===== config.mk =====
export PLATFORM = sky130hd
export DESIGN_NAME = mevs_ctrl
export DESIGN_NICKNAME = d
export VERILOG_FILES = /design/src/mevs_pkg.sv /design/src/mevs_ctrl.sv
export SDC_FILE = /design/constraint.sdc
export NUM_CORES = 1
export LEC_CHECK = 0
export ABC_AREA = 1
export BUFFER_PORTS_ARGS = -buffer_cell sky130_fd_sc_hd__buf_2
export CORE_AREA = 2 2 39 41
export CTS_CLUSTER_DIAMETER = 50
export DETAILED_ROUTE_END_ITERATION = 6
export DIE_AREA = 0 0 41 43
export GPL_TIMING_DRIVEN = 0
export HOLD_SLACK_MARGIN = 0.06
export PLACE_DENSITY_LB_ADDON = 0.3
export SLEW_MARGIN = 10
export SYNTH_ARGS = -nofsm -noshare
export SYNTH_HDL_FRONTEND = slang
export SYNTH_SLANG_ARGS = --single-unit
export TNS_END_PERCENT = 20

===== constraint.sdc =====
create_clock -name clk -period 1.85 [get_ports clk]
set_input_delay 0.185 -clock clk [delete_from_list [all_inputs] [get_ports clk]]
set_output_delay 0.185 -clock clk [all_outputs]
set_load 0.01 [all_outputs]

===== src/mevs_pkg.sv =====
// shared types, constants and helpers for the max equal value span block
`timescale 1ns / 1ps

package mevs_pkg;

	localparam int MAX_ELEMENTS = 1024;
	localparam int IDX_W        = $clog2(MAX_ELEMENTS);
	localparam int CNT_W        = $clog2(MAX_ELEMENTS + 1);
	localparam int VALUE_W      = 32;
	localparam int SPAN_W       = 11;
	localparam int ENTRY_W      = VALUE_W + IDX_W;
	localparam logic [SPAN_W-1:0] SPAN_MAX = {SPAN_W{1'b1}};

	typedef enum logic [1:0] {
		ST_IDLE,
		ST_SEARCH,
		ST_COMMIT
	} state_t;

	typedef struct packed {
		logic load;
		logic search;
		logic commit;
	} cmd_t;

	typedef struct packed {
		logic elem_full;
		logic table_empty;
		logic hit;
		logic miss_done;
		logic last;
		logic out_busy;
	} status_t;

	function automatic logic [SPAN_W-1:0] sat_span(input logic [CNT_W-1:0] s);
		logic [31:0] w;
		w = 32'(s);
		if (w > 32'(SPAN_MAX))
			return SPAN_MAX;
		else
			return SPAN_W'(w);
	endfunction

endpackage


===== src/mevs_ctrl.sv =====
// controller state machine: accept, table search, commit and result hand-off
`timescale 1ns / 1ps

module mevs_ctrl (
	input  logic             clk,
	input  logic             arst_n,
	input  logic             item_valid,
	output logic             item_stall,
	input  mevs_pkg::status_t status,
	output mevs_pkg::cmd_t    cmd
);

	mevs_pkg::state_t state_q, state_next;

	always_ff @(posedge clk or negedge arst_n) begin
		if (!arst_n)
			state_q <= mevs_pkg::ST_IDLE;
		else
			state_q <= state_next;
	end

	always_comb begin
		state_next = state_q;
		unique case (state_q)
			mevs_pkg::ST_IDLE: begin
				if (item_valid) begin
					if (status.elem_full || status.table_empty)
						state_next = mevs_pkg::ST_COMMIT;
					else
						state_next = mevs_pkg::ST_SEARCH;
				end
			end
			mevs_pkg::ST_SEARCH: begin
				if (status.hit || status.miss_done)
					state_next = mevs_pkg::ST_COMMIT;
			end
			mevs_pkg::ST_COMMIT: begin
				// a last request waits until the result register is free
				if (!(status.last && status.out_busy))
					state_next = mevs_pkg::ST_IDLE;
			end
			default: state_next = mevs_pkg::ST_IDLE;
		endcase
	end

	always_comb begin
		item_stall = 1'b1;
		cmd        = '0;
		unique case (state_q)
			mevs_pkg::ST_IDLE: begin
				item_stall = 1'b0;
				cmd.load   = item_valid;
			end
			mevs_pkg::ST_SEARCH: begin
				cmd.search = 1'b1;
			end
			mevs_pkg::ST_COMMIT: begin
				cmd.commit = !(status.last && status.out_busy);
			end
			default: begin
				item_stall = 1'b1;
			end
		endcase
	end

endmodule


==> impl_metrics.ini <==
[global_route]
grt_max_degree = 7
grt_use_total_pct = 5.711
first_global_vias = 169
overflow = 0
antenna_found_initial = 0
grt_pass1_wl_um = 600

[yosys]
syn_nets = 33
avgSynthCellArea_um2 = 6.569
syn_area_um2 = 157.7
synth.distinct_cells = 11
synth_seq_area_share_pct = 31.75
ys_seq_elements = 2
ys_warn_count = 0
synth_cells = 24

[critical_path]
r2r-end = state_q[1]
critPathTopFamily = flip-flops
path_max_fanout = 6
critical_path_class = reg2out
crit_end = cmd[0]
worstPathRequired_ns = 1.66
rr_startpoint = state_q[0]
critPathBufInv = 2
end_kind = primary output
crit_arrival_ns = 1.06
reg2reg_depth = 6
path_depth = 4
startpoint = state_q[0]
slowest_delay_ns = 0.36
path_cells = inv_2 > nand2_1 > a21oi_1 > buf_2
start_kind = register
cp_slowest_cell = dfrtp_1
reg2reg_slack_ns = 0.92

[cells_and_area]
largest_register = state_q
register_area_um2 = 50.05
antenna_cells = 0
final_cell_mix = buf_2, nor2_1, nand2_1
multiInputGateArea_um2 = 96.34
largest_register_ffs = 2
design_area_um2 = 270.3
area_growth_pct = 71.43
num-fill-cells = 159
mostFrequentLayoutCell = buf_2
fin_nets = 51
reg_top3 = state_q x2
final_layout_size_suffix_gt1_share_pct = 52.50

[timing]
finalSetupTns_ns = 0
hold_viol = 0
relSlewSlack_pct = 87.39
whs_ns = 0.2560
timing.final.crit_share_pct = 67.05
fmax_ghz = 0.8062
worst_slew_pin_slew_ns = 0.1891
period_minus_slack_ns = 1.240
slew_violations = 0
finalClockSkew_ns = 0.0009801
setup_violations = 0
rsz0062_at_grt = no

[clocking]
numCtsBuffers = 3
h-tree-depth = 1
cts_tree = done
post_cts_buffers = 0
clk_pin_slew_ns = 0.03
cts-root-buf = clkbuf_4
clkLatencyLatePin_ns = 0.23
clockBufferDepth = 2
cts.sinks = 2

[pwr]
p_leak_nw = 0.1455
max-vdd-ir-drop_v = 0.0003899
powerDensity_nw_per_um2 = 1257

[route]
vias_per_cell = 3.518
first_pass_iters = 1
ant_nets = 0
vias = 197
routedWlPerCell_um = 7.768
drtIter0Drc = 0
routed_wl_um = 435
drc = 0

[die]
rows = 14
initial_core_util_pct = 11.39
design.die.area_um2 = 1763
core_um2 = 1384
pin_count = 13
die_w_um = 41
die_y_um = 43

[place]
dpl-instance-area_um2 = 237.7
portBuffers = 12
place_congestion = 0.6494

[outcome]
outcome = finished, final reports clean

[job]
maxCapViolations = 0

[worst_hold_path]
hp-class = in2reg
## how the worst min path moves through the flow
stage,from,to,slack [ns],depth (start not counted)
3_3_place_gp,arst_n,state_q[0],-0.03,1
4_1_cts,status[5],state_q[0],0.24,4
2_1_floorplan,arst_n,state_q[0],-0.11,0
6_report,status[5],state_q[0],0.26,4
3_5_place_dp,arst_n,state_q[1],-0.03,1
5_1_grt,status[3],state_q[0],0.28,4
## cell families after synthesis
group,Yosys count,synth area share (%)
compound gates,4,12.69
flops,2,31.75
buf+inv,3,7.142
simple gates,15,48.41
## worst register-to-register path, stage by stage (launching register included)
cell and delay (ns):
dfrtp_1 0.36, inv_2 0.12, nand2_1 0.10, nor2_2 0.10, nor2_2 0.04, nand3_1 0.05
nand2_1 0.05
## per-stage QoR
step                instances  total power, mW  setup WS (ns)  utilization, %
floorplan                  24           0.1863         0.8872               -
global placement           52           0.2412         0.8461           17.18
detailed placement         52           0.2419         0.8440           17.18
CTS                        56           0.3512         0.5895           19.53
global route               56           0.3691         0.5426           19.53
finish                     56           0.3396         0.6096           19.53
## cell usage after synthesis
master | n | area [um^2]
a21oi_1 | 3 | 15.01
dfrtp_1 | 2 | 50.05
inv_1 | 1 | 3.750
inv_2 | 2 | 7.510
nand2_1 | 4 | 15.01
nand2_4 | 1 | 11.26
nand3_1 | 2 | 10.01
nand4_1 | 1 | 6.260
nor2_1 | 4 | 15.01
nor2_2 | 3 | 18.77
o21ai_1 | 1 | 5.000
## power breakdown
part           switching [mW]  leakage [nW]  internal [mW]
clock network          0.0268        0.0138         0.0717
registers              0.0189        0.0259         0.0589
logic                  0.0959         0.106         0.0673
## repair_timing
action / CTS / global route
endpoints found under the setup margin: 0 / 0
hold endpoints to repair: 2 / 0
gates resized for setup: 0 / 0
hold buffers: 1 / 0
## final cells by class
type                    count  share of cell area, %
multi-input cells          19                  35.65
repair buffers             13                  25.93
flip-flops and latches      2                  18.52
clock buffers               3                  8.333
well taps                  16                  7.407
inverters                   3                  4.167
## layer usage
layer | GRT usage [%] | share of wire, % | up-vias
li1 | - | - | 111
met1 | 7.029 | 51 | 76
met2 | 6.250 | 37 | 10
met3 | 1.571 | 11 | 0
met4 | 8.000 | 0 | 0
met5 | 0 | 0 | -
(Power assumes the default switching activity.)
